--- config.mk ---
export PLATFORM = sky130hd
export DESIGN_NAME = sorted_priority_queue_top_flat
export DESIGN_NICKNAME = d
export VERILOG_FILES = /design/src/hw/rtl/spq_pkg.sv /design/src/hw/rtl/spq_ifs.sv /design/src/hw/rtl/spq_cell.sv /design/src/hw/rtl/sorted_priority_queue_top.sv /design/src/flat_wrapper.sv
export SDC_FILE = /design/constraint.sdc
export NUM_CORES = 2
export LEC_CHECK = 0
export BUFFER_PORTS_ARGS = -buffer_cell sky130_fd_sc_hd__buf_2
export CORE_AREA = 5 5 292 294
export DETAILED_ROUTE_END_ITERATION = 12
export DIE_AREA = 0 0 297 299
export PLACE_DENSITY = 0.76
export SLEW_MARGIN = 40
export SYNTH_ARGS = -nofsm -noshare
export SYNTH_HDL_FRONTEND = slang
export SYNTH_HIERARCHICAL = 1
export SYNTH_SLANG_ARGS = --single-unit
export TNS_END_PERCENT = 50
--- constraint.sdc ---
create_clock -name clk -period 13.3 [get_ports clk]
set_clock_uncertainty 0.15 [all_clocks]
set_input_delay 2.66 -clock clk [delete_from_list [all_inputs] [get_ports clk]]
set_output_delay 2.66 -clock clk [all_outputs]
set_load 0.01 [all_outputs]
--- src/hw/rtl/spq_pkg.sv ---
`timescale 1ns / 1ps
// Shared constants, codes and types for the sorted priority queue.
// No dependencies; every other file refers to it by scoped names.
package spq_pkg;

  localparam int CAPACITY    = 16;
  localparam int DATA_WIDTH  = 32;
  localparam int CNT_W       = $clog2(CAPACITY + 1);
  localparam int ITEM_DATA_W = 32;
  localparam int PRIO_W      = 16;
  localparam int STATUS_W    = 2;
  localparam int OCC_W       = 5;

  localparam logic ACT_INSERT = 1'b0;
  localparam logic ACT_REMOVE = 1'b1;

  localparam logic [STATUS_W-1:0] ST_DONE  = 2'd0;
  localparam logic [STATUS_W-1:0] ST_EMPTY = 2'd1;
  localparam logic [STATUS_W-1:0] ST_FULL  = 2'd2;

  typedef struct packed {
    logic [DATA_WIDTH-1:0]    data;
    logic signed [PRIO_W-1:0] prio;
  } spq_entry_t;

  // Broadcast to every cell for one request
  typedef struct packed {
    logic       ins;
    logic       rem;
    spq_entry_t fresh;
  } spq_ctrl_t;

endpackage

--- src/hw/rtl/spq_ifs.sv ---
`timescale 1ns / 1ps
// Valid/ready channel interfaces for requests and results of the queue.
// Depends on spq_pkg for field widths.
interface spq_req_if;
  logic                                     valid;
  logic                                     ready;
  logic                                     action;
  logic [spq_pkg::ITEM_DATA_W-1:0]          item_data;
  logic signed [spq_pkg::PRIO_W-1:0]        item_priority;

  modport source(output valid, action, item_data, item_priority, input ready);
  modport sink(input valid, action, item_data, item_priority, output ready);
endinterface

interface spq_rsp_if;
  logic                                     valid;
  logic                                     ready;
  logic [spq_pkg::ITEM_DATA_W-1:0]          head_data;
  logic signed [spq_pkg::PRIO_W-1:0]        head_priority;
  logic                                     head_valid;
  logic [spq_pkg::STATUS_W-1:0]             status;
  logic [spq_pkg::OCC_W-1:0]                occupancy;

  modport source(output valid, head_data, head_priority, head_valid, status, occupancy,
                 input ready);
  modport sink(input valid, head_data, head_priority, head_valid, status, occupancy,
               output ready);
endinterface

--- src/hw/rtl/spq_cell.sv ---
`timescale 1ns / 1ps
// One slot of the sorted chain: holds an entry and trades with its neighbours.
// Depends on spq_pkg.
module spq_cell (
  input  logic                clk,
  input  spq_pkg::spq_ctrl_t  ctrl,
  input  logic                occupied,
  input  logic                prev_le,
  input  spq_pkg::spq_entry_t prev_entry,
  input  spq_pkg::spq_entry_t next_entry,
  output spq_pkg::spq_entry_t entry,
  output logic                le
);

  // Held entry stays ahead of the new one (ties keep first-in order)
  assign le = occupied && ($signed(entry.prio) <= $signed(ctrl.fresh.prio));

  always_ff @(posedge clk) begin
    if (ctrl.ins) begin
      if (!le) begin
        entry <= prev_le ? ctrl.fresh : prev_entry;
      end
    end else if (ctrl.rem) begin
      entry <= next_entry;
    end
  end

endmodule

--- src/hw/rtl/sorted_priority_queue_top.sv ---
`timescale 1ns / 1ps
// Sorted priority queue top level: request/result channels, count, cell row.
// Depends on spq_pkg, spq_ifs and spq_cell.

// The queue holds up to CAPACITY entries in a row of cells kept in ascending
// priority order, cell 0 being the head. Every request (insert or remove) is
// handled in a single step: all cells compare against the new priority at once and
// either keep, take the new entry, or shift one place, so a request is
// finished in the cycle it is accepted and its result sits in the output
// register from the next cycle. Throughput is one request per cycle while the
// result side keeps ready high; apart from reset, the only thing that holds off a
// request is an untaken result in the output register. Ties leave in arrival
// order. An insert into a full queue is dropped with status full; a remove
// from an empty queue returns status empty. Data and priority of the result
// are zero unless an entry was removed.
module sorted_priority_queue_top (
  input logic     clk,
  input logic     rst,
  spq_req_if.sink   req,
  spq_rsp_if.source rsp
);

  logic [spq_pkg::CNT_W-1:0] count;
  logic [spq_pkg::CNT_W-1:0] count_next;
  logic                      full;
  logic                      empty;
  logic                      accept;
  spq_pkg::spq_ctrl_t        ctrl;

  spq_pkg::spq_entry_t cell_entry [spq_pkg::CAPACITY];
  logic                cell_le    [spq_pkg::CAPACITY];

  // Output register
  logic                              rsp_valid;
  logic [spq_pkg::ITEM_DATA_W-1:0]   rsp_head_data;
  logic signed [spq_pkg::PRIO_W-1:0] rsp_head_priority;
  logic                              rsp_head_valid;
  logic [spq_pkg::STATUS_W-1:0]      rsp_status;
  logic [spq_pkg::OCC_W-1:0]         rsp_occupancy;

  assign full   = (count == spq_pkg::CNT_W'(spq_pkg::CAPACITY));
  assign empty  = (count == '0);
  // No request is taken while in reset
  assign req.ready = !rst && (!rsp_valid || rsp.ready);
  assign accept = req.valid && req.ready;

  assign ctrl.ins = accept && (req.action == spq_pkg::ACT_INSERT) && !full;
  assign ctrl.rem = accept && (req.action == spq_pkg::ACT_REMOVE) && !empty;
  assign ctrl.fresh.data = spq_pkg::DATA_WIDTH'(req.item_data);
  assign ctrl.fresh.prio = req.item_priority;

  always_comb begin
    count_next = count;
    if (ctrl.ins) begin
      count_next = count + 1'b1;
    end else if (ctrl.rem) begin
      count_next = count - 1'b1;
    end
  end

  // Cell row: cell 0 sees an always-true left neighbour, the tail cell
  // refills from itself on a remove (its slot falls out of the count).
  for (genvar i = 0; i < spq_pkg::CAPACITY; i++) begin : g_cell
    logic                prev_le;
    spq_pkg::spq_entry_t prev_entry;
    spq_pkg::spq_entry_t next_entry;

    if (i == 0) begin : g_first
      assign prev_le    = 1'b1;
      assign prev_entry = ctrl.fresh;
    end else begin : g_mid
      assign prev_le    = cell_le[i-1];
      assign prev_entry = cell_entry[i-1];
    end

    if (i == spq_pkg::CAPACITY - 1) begin : g_last
      assign next_entry = cell_entry[i];
    end else begin : g_notlast
      assign next_entry = cell_entry[i+1];
    end

    spq_cell u_cell (
      .clk        (clk),
      .ctrl       (ctrl),
      .occupied   (spq_pkg::CNT_W'(i) < count),
      .prev_le    (prev_le),
      .prev_entry (prev_entry),
      .next_entry (next_entry),
      .entry      (cell_entry[i]),
      .le         (cell_le[i])
    );
  end

  always_ff @(posedge clk) begin
    if (rst) begin
      count     <= '0;
      rsp_valid <= 1'b0;
    end else begin
      count <= count_next;
      if (accept) begin
        rsp_valid <= 1'b1;
      end else if (rsp.ready) begin
        rsp_valid <= 1'b0;
      end
    end
  end

  // Result payload, no reset needed
  always_ff @(posedge clk) begin
    if (accept) begin
      rsp_head_data     <= ctrl.rem ? spq_pkg::ITEM_DATA_W'(cell_entry[0].data) : '0;
      rsp_head_priority <= ctrl.rem ? cell_entry[0].prio : '0;
      rsp_head_valid    <= ctrl.rem;
      rsp_occupancy     <= spq_pkg::OCC_W'(count_next);
      if ((req.action == spq_pkg::ACT_INSERT) && full) begin
        rsp_status <= spq_pkg::ST_FULL;
      end else if ((req.action == spq_pkg::ACT_REMOVE) && empty) begin
        rsp_status <= spq_pkg::ST_EMPTY;
      end else begin
        rsp_status <= spq_pkg::ST_DONE;
      end
    end
  end

  assign rsp.valid         = rsp_valid;
  assign rsp.head_data     = rsp_head_data;
  assign rsp.head_priority = rsp_head_priority;
  assign rsp.head_valid    = rsp_head_valid;
  assign rsp.status        = rsp_status;
  assign rsp.occupancy     = rsp_occupancy;

  // Checks
  a_count_bound: assert property (@(posedge clk) disable iff (rst)
    count <= spq_pkg::CNT_W'(spq_pkg::CAPACITY))
    else $error("entry count beyond capacity");

  a_ins_count: assert property (@(posedge clk) disable iff (rst)
    ctrl.ins |=> count == $past(count) + 1'b1)
    else $error("insert did not grow the count");

  a_head_status: assert property (@(posedge clk) disable iff (rst)
    (rsp.valid && rsp.head_valid) |-> rsp.status == spq_pkg::ST_DONE)
    else $error("returned head with error status");

  a_head_order: assert property (@(posedge clk) disable iff (rst)
    (count >= spq_pkg::CNT_W'(2)) |->
      ($signed(cell_entry[0].prio) <= $signed(cell_entry[1].prio)))
    else $error("head cells out of order");

endmodule
--- src/flat_wrapper.sv ---
// flat-port wrapper written by rule: the top's interface ports become plain ports
module sorted_priority_queue_top_flat 
  (clk, rst, req_valid, req_action, req_item_data, req_item_priority, req_ready, rsp_valid, rsp_head_data, rsp_head_priority, rsp_head_valid, rsp_status, rsp_occupancy, rsp_ready);
  spq_req_if req_i ();
  spq_rsp_if rsp_i ();
  input logic clk;
  input logic rst;
  input wire logic [$bits(req_i.valid)-1:0] req_valid;
  input wire logic [$bits(req_i.action)-1:0] req_action;
  input wire logic [$bits(req_i.item_data)-1:0] req_item_data;
  input wire logic [$bits(req_i.item_priority)-1:0] req_item_priority;
  output wire logic [$bits(req_i.ready)-1:0] req_ready;
  output wire logic [$bits(rsp_i.valid)-1:0] rsp_valid;
  output wire logic [$bits(rsp_i.head_data)-1:0] rsp_head_data;
  output wire logic [$bits(rsp_i.head_priority)-1:0] rsp_head_priority;
  output wire logic [$bits(rsp_i.head_valid)-1:0] rsp_head_valid;
  output wire logic [$bits(rsp_i.status)-1:0] rsp_status;
  output wire logic [$bits(rsp_i.occupancy)-1:0] rsp_occupancy;
  input wire logic [$bits(rsp_i.ready)-1:0] rsp_ready;
  assign req_i.valid = req_valid;
  assign req_i.action = req_action;
  assign req_i.item_data = req_item_data;
  assign req_i.item_priority = req_item_priority;
  assign req_ready = req_i.ready;
  assign rsp_valid = rsp_i.valid;
  assign rsp_head_data = rsp_i.head_data;
  assign rsp_head_priority = rsp_i.head_priority;
  assign rsp_head_valid = rsp_i.head_valid;
  assign rsp_status = rsp_i.status;
  assign rsp_occupancy = rsp_i.occupancy;
  assign rsp_i.ready = rsp_ready;
  sorted_priority_queue_top u_core (.clk(clk), .rst(rst), .req(req_i), .rsp(rsp_i));
endmodule
==> run_results.csv <==
group,metric,value,unit
status,outcome,"finished, final reports clean",
floorplan,dieArea,88800,um2
clock_network,clockBufferDepth,3,
worst_setup_path,end_kind,"flip-flop",
placement,dp_hpwl,74.42,mm
logic_synthesis,syn_area_per_cell,10.60,um2
worst_setup_path,r2r_start,"u_core/count[1]",
job,maxCapViolations,0,
clock_network,cts.sinks,830,
power,clockPowerShare,34.9,%
finish,stdcell_count,5743,
global_route,grt_pass1_wl,174.2,mm
logic_synthesis,syn-num-nets,4917,
timing,period_needed,6206,ps
finish,syn2layout_area_growth,9.172,%
finish,design_area,53260,um2
timing,hold_viol_final,0,
worst_setup_path,r2r-end,"u_core/g_cell[15].u_cell/entry[31]",
clock_network,cts.reportedPaths.clkPinSlew,60,ps
placement,place_congestion,0.8637,
clock_network,numCtsBuffers,91,
global_route,grt_pass1_vias,32040,
drt,drt_iter0_markers,3077,
power,power_density,132.6,nW/um2
floorplan,io_pins,111,
power,power_switching,1975,uW
drt,wl_met2,48.22,mm
placement,post-place-cells,5563,
timing,fin_hold_ws,411.7,ps
timing,worst_slack,7094,ps
worst_setup_path,r2r_cells,10,
drt,top_layer_used,"met5",
clock_network,clock_latency,650,ps
worst_setup_path,crit_type,"input pin to flip-flop",
floorplan,die_h,299,um
min_path,timing.hold.worst.class,"flip-flop to flip-flop",
logic_synthesis,ys_warn_count,6,
drt,drc,0,
timing,slew_headroom,40.74,%
worst_setup_path,crit_fanout,127,
floorplan,start_util,59.04,%
worst_setup_path,cp-startpoint,"rst",
worst_setup_path,worstSetupEndpoint,"u_core/g_cell[15].u_cell/entry[31]",
clock_network,postCtsResizedCells,0,
drt,antenna_left,0,
power,leakagePower,0.01962,uW
worst_setup_path,cp.arrival,6320,ps
drt,routedWlPerCell,19.02,um
floorplan,rows,106,
timing,tightestPinTransition,888.9,ps
timing,finalSetupViolations,0,
finish,nets,4892,
clock_network,cts-root-buf,"clkbuf_16",
floorplan,die_w,297,um
drt,firstDrtPassIters,6,
min_path,holdPathStages,1,
placement,portBuffers,110,
clock_network,holdBufCountCts,0,
placement,post-place-ws,6494,ps
logic_synthesis,syn_inst,4604,
worst_setup_path,start_kind,"input pin",
worst_setup_path,r2r_setup_slack,8700,ps
timing,tns,0,ps
finish,drive_gt1_share,8.034,%
logic_synthesis,synth_area,48780,um2
clock_network,cts_setup_buffers,0,
worst_setup_path,cp.required,13410,ps
global_route,grt-ovfl-total,0,
timing,fmaxAchievable,0.1611,GHz
placement,placed_cell_area,50250,um2
power,ir_drop,0.09817,mV
drt,vias_per_cell,5.868,
power,power_switching_share,27.97,%
drt,num_vias,33700,
timing,slew_violations,0,
global_route,antenna_found_initial,15,
power,power_frac_comb,17.3,%
timing,fin_crit_sh,46.66,%
drt,drt-met1-wl,51.87,mm
drt,dr_wl_met3,7.312,mm
clock_network,ctsHtreeMaxLevel,3,
timing,rsz0062_at_grt,"no",
drt,finalWirelength,109.2,mm
global_route,groute.usage.overall,23.60,%
clock_network,cts_tree,"yes",
power,seqPwrFrac,47.8,%
floorplan,core_area,82630,um2
global_route,grt_max_degree,255,
power,intPower,5088,uW
## cell type report
class | instances | area [um2]
clock inverters | 51 | 447.9
clock buffers | 118 | 2461
diodes | 8 | 20.02
inverters | 313 | 1175
well taps | 1080 | 1351
flip-flops and latches | 830 | 24860
multi-input cells | 3176 | 21710
fillers | 6383 | 29370
repair buffers | 167 | 1234
## registers in the layout (all words and copies together), names as in the netlist
name,count
u_core/rsp.occupancy,5
u_core/rsp.valid,1
u_core/rsp.head_priority,16
u_core/rsp.head_valid,1
u_core/count,5
u_core/rsp.status,2
u_core/g_cell.u_cell/entry,768
u_core/rsp.head_data,32
## power groups by stage
stage               sequential (uW)  combinational, uW  clock, uW
finish                         3380               1220       2470
global route                   3400               1350       2620
CTS                            3380               1210       2520
detailed placement             3420               1210          0
global placement               3420               1150          0
floorplan                      3380                881          0
## placed cells by master, fill, tap and decap left out, types with 6 or more instances in the layout
master and count:
a211oi_1 8, a21o_1 34, a21oi_1 849, a31oi_1 17
a41oi_1 16, and2_1 49, and4_4 10, buf_12 9
buf_16 6, buf_2 110, buf_4 36, buf_6 6
clkbuf_1 21, clkbuf_16 93, clkinv_1 21, clkinv_2 13
dfxtp_1 6, diode_2 8, edfxtp_1 824, ha_1 260
inv_1 312, mux2i_1 778, nand2_1 67, nand2b_1 13
nand3_1 34, nand4_1 23, nand4_2 16, nor2_1 826
nor2b_1 9, nor2b_4 6, nor3_1 28, nor4_2 10
o211ai_1 13, o21ai_0 24, o21ai_1 10, o22ai_1 7
o31a_2 9, o31ai_4 10, or2b_1 10, or4_4 6
## routing by layer
metal | up-vias | track usage (%)
li1 | 16690 | -
met3 | 127 | 3.778
met5 | - | 0
met1 | 15830 | 35.75
met2 | 1051 | 36.31
met4 | 10 | 5.003
## worst max-delay path, stage by stage
cell and delay (ps):
buf_2 140, nand2b_4 160, or2_0 400, nor3_2 230, buf_4 530, buf_12 390, buf_16 400, nand2_1 160
o31ai_4 440, buf_4 610
## how the worst min path moves through the flow
| stage | slack [ps] | startpoint | endpoint |
|---|---|---|---|
| after floorplan | 370 | u_core/g_cell[0].u_cell/entry[27] | u_core/rsp.head_data[11] |
| after global placement | 390 | u_core/g_cell[0].u_cell/entry[46] | u_core/rsp.head_data[30] |
| after detailed placement | 400 | u_core/g_cell[0].u_cell/entry[29] | u_core/rsp.head_data[13] |
| after CTS | 420 | u_core/g_cell[0].u_cell/entry[29] | u_core/rsp.head_data[13] |
| after global routing | 440 | u_core/g_cell[0].u_cell/entry[29] | u_core/rsp.head_data[13] |
| final | 410 | u_core/g_cell[0].u_cell/entry[16] | u_core/rsp.head_data[0] |
## stage by stage
| step | util (%) | total power (uW) |
|---|---|---|
| floorplan | - | 4257 |
| global placement | 60.57 | 4567 |
| detailed placement | 60.82 | 4630 |
| CTS | 64.34 | 7099 |
| global route | 64.44 | 7378 |
| finish | 64.46 | 7063 |
(Power assumes the default switching activity.)
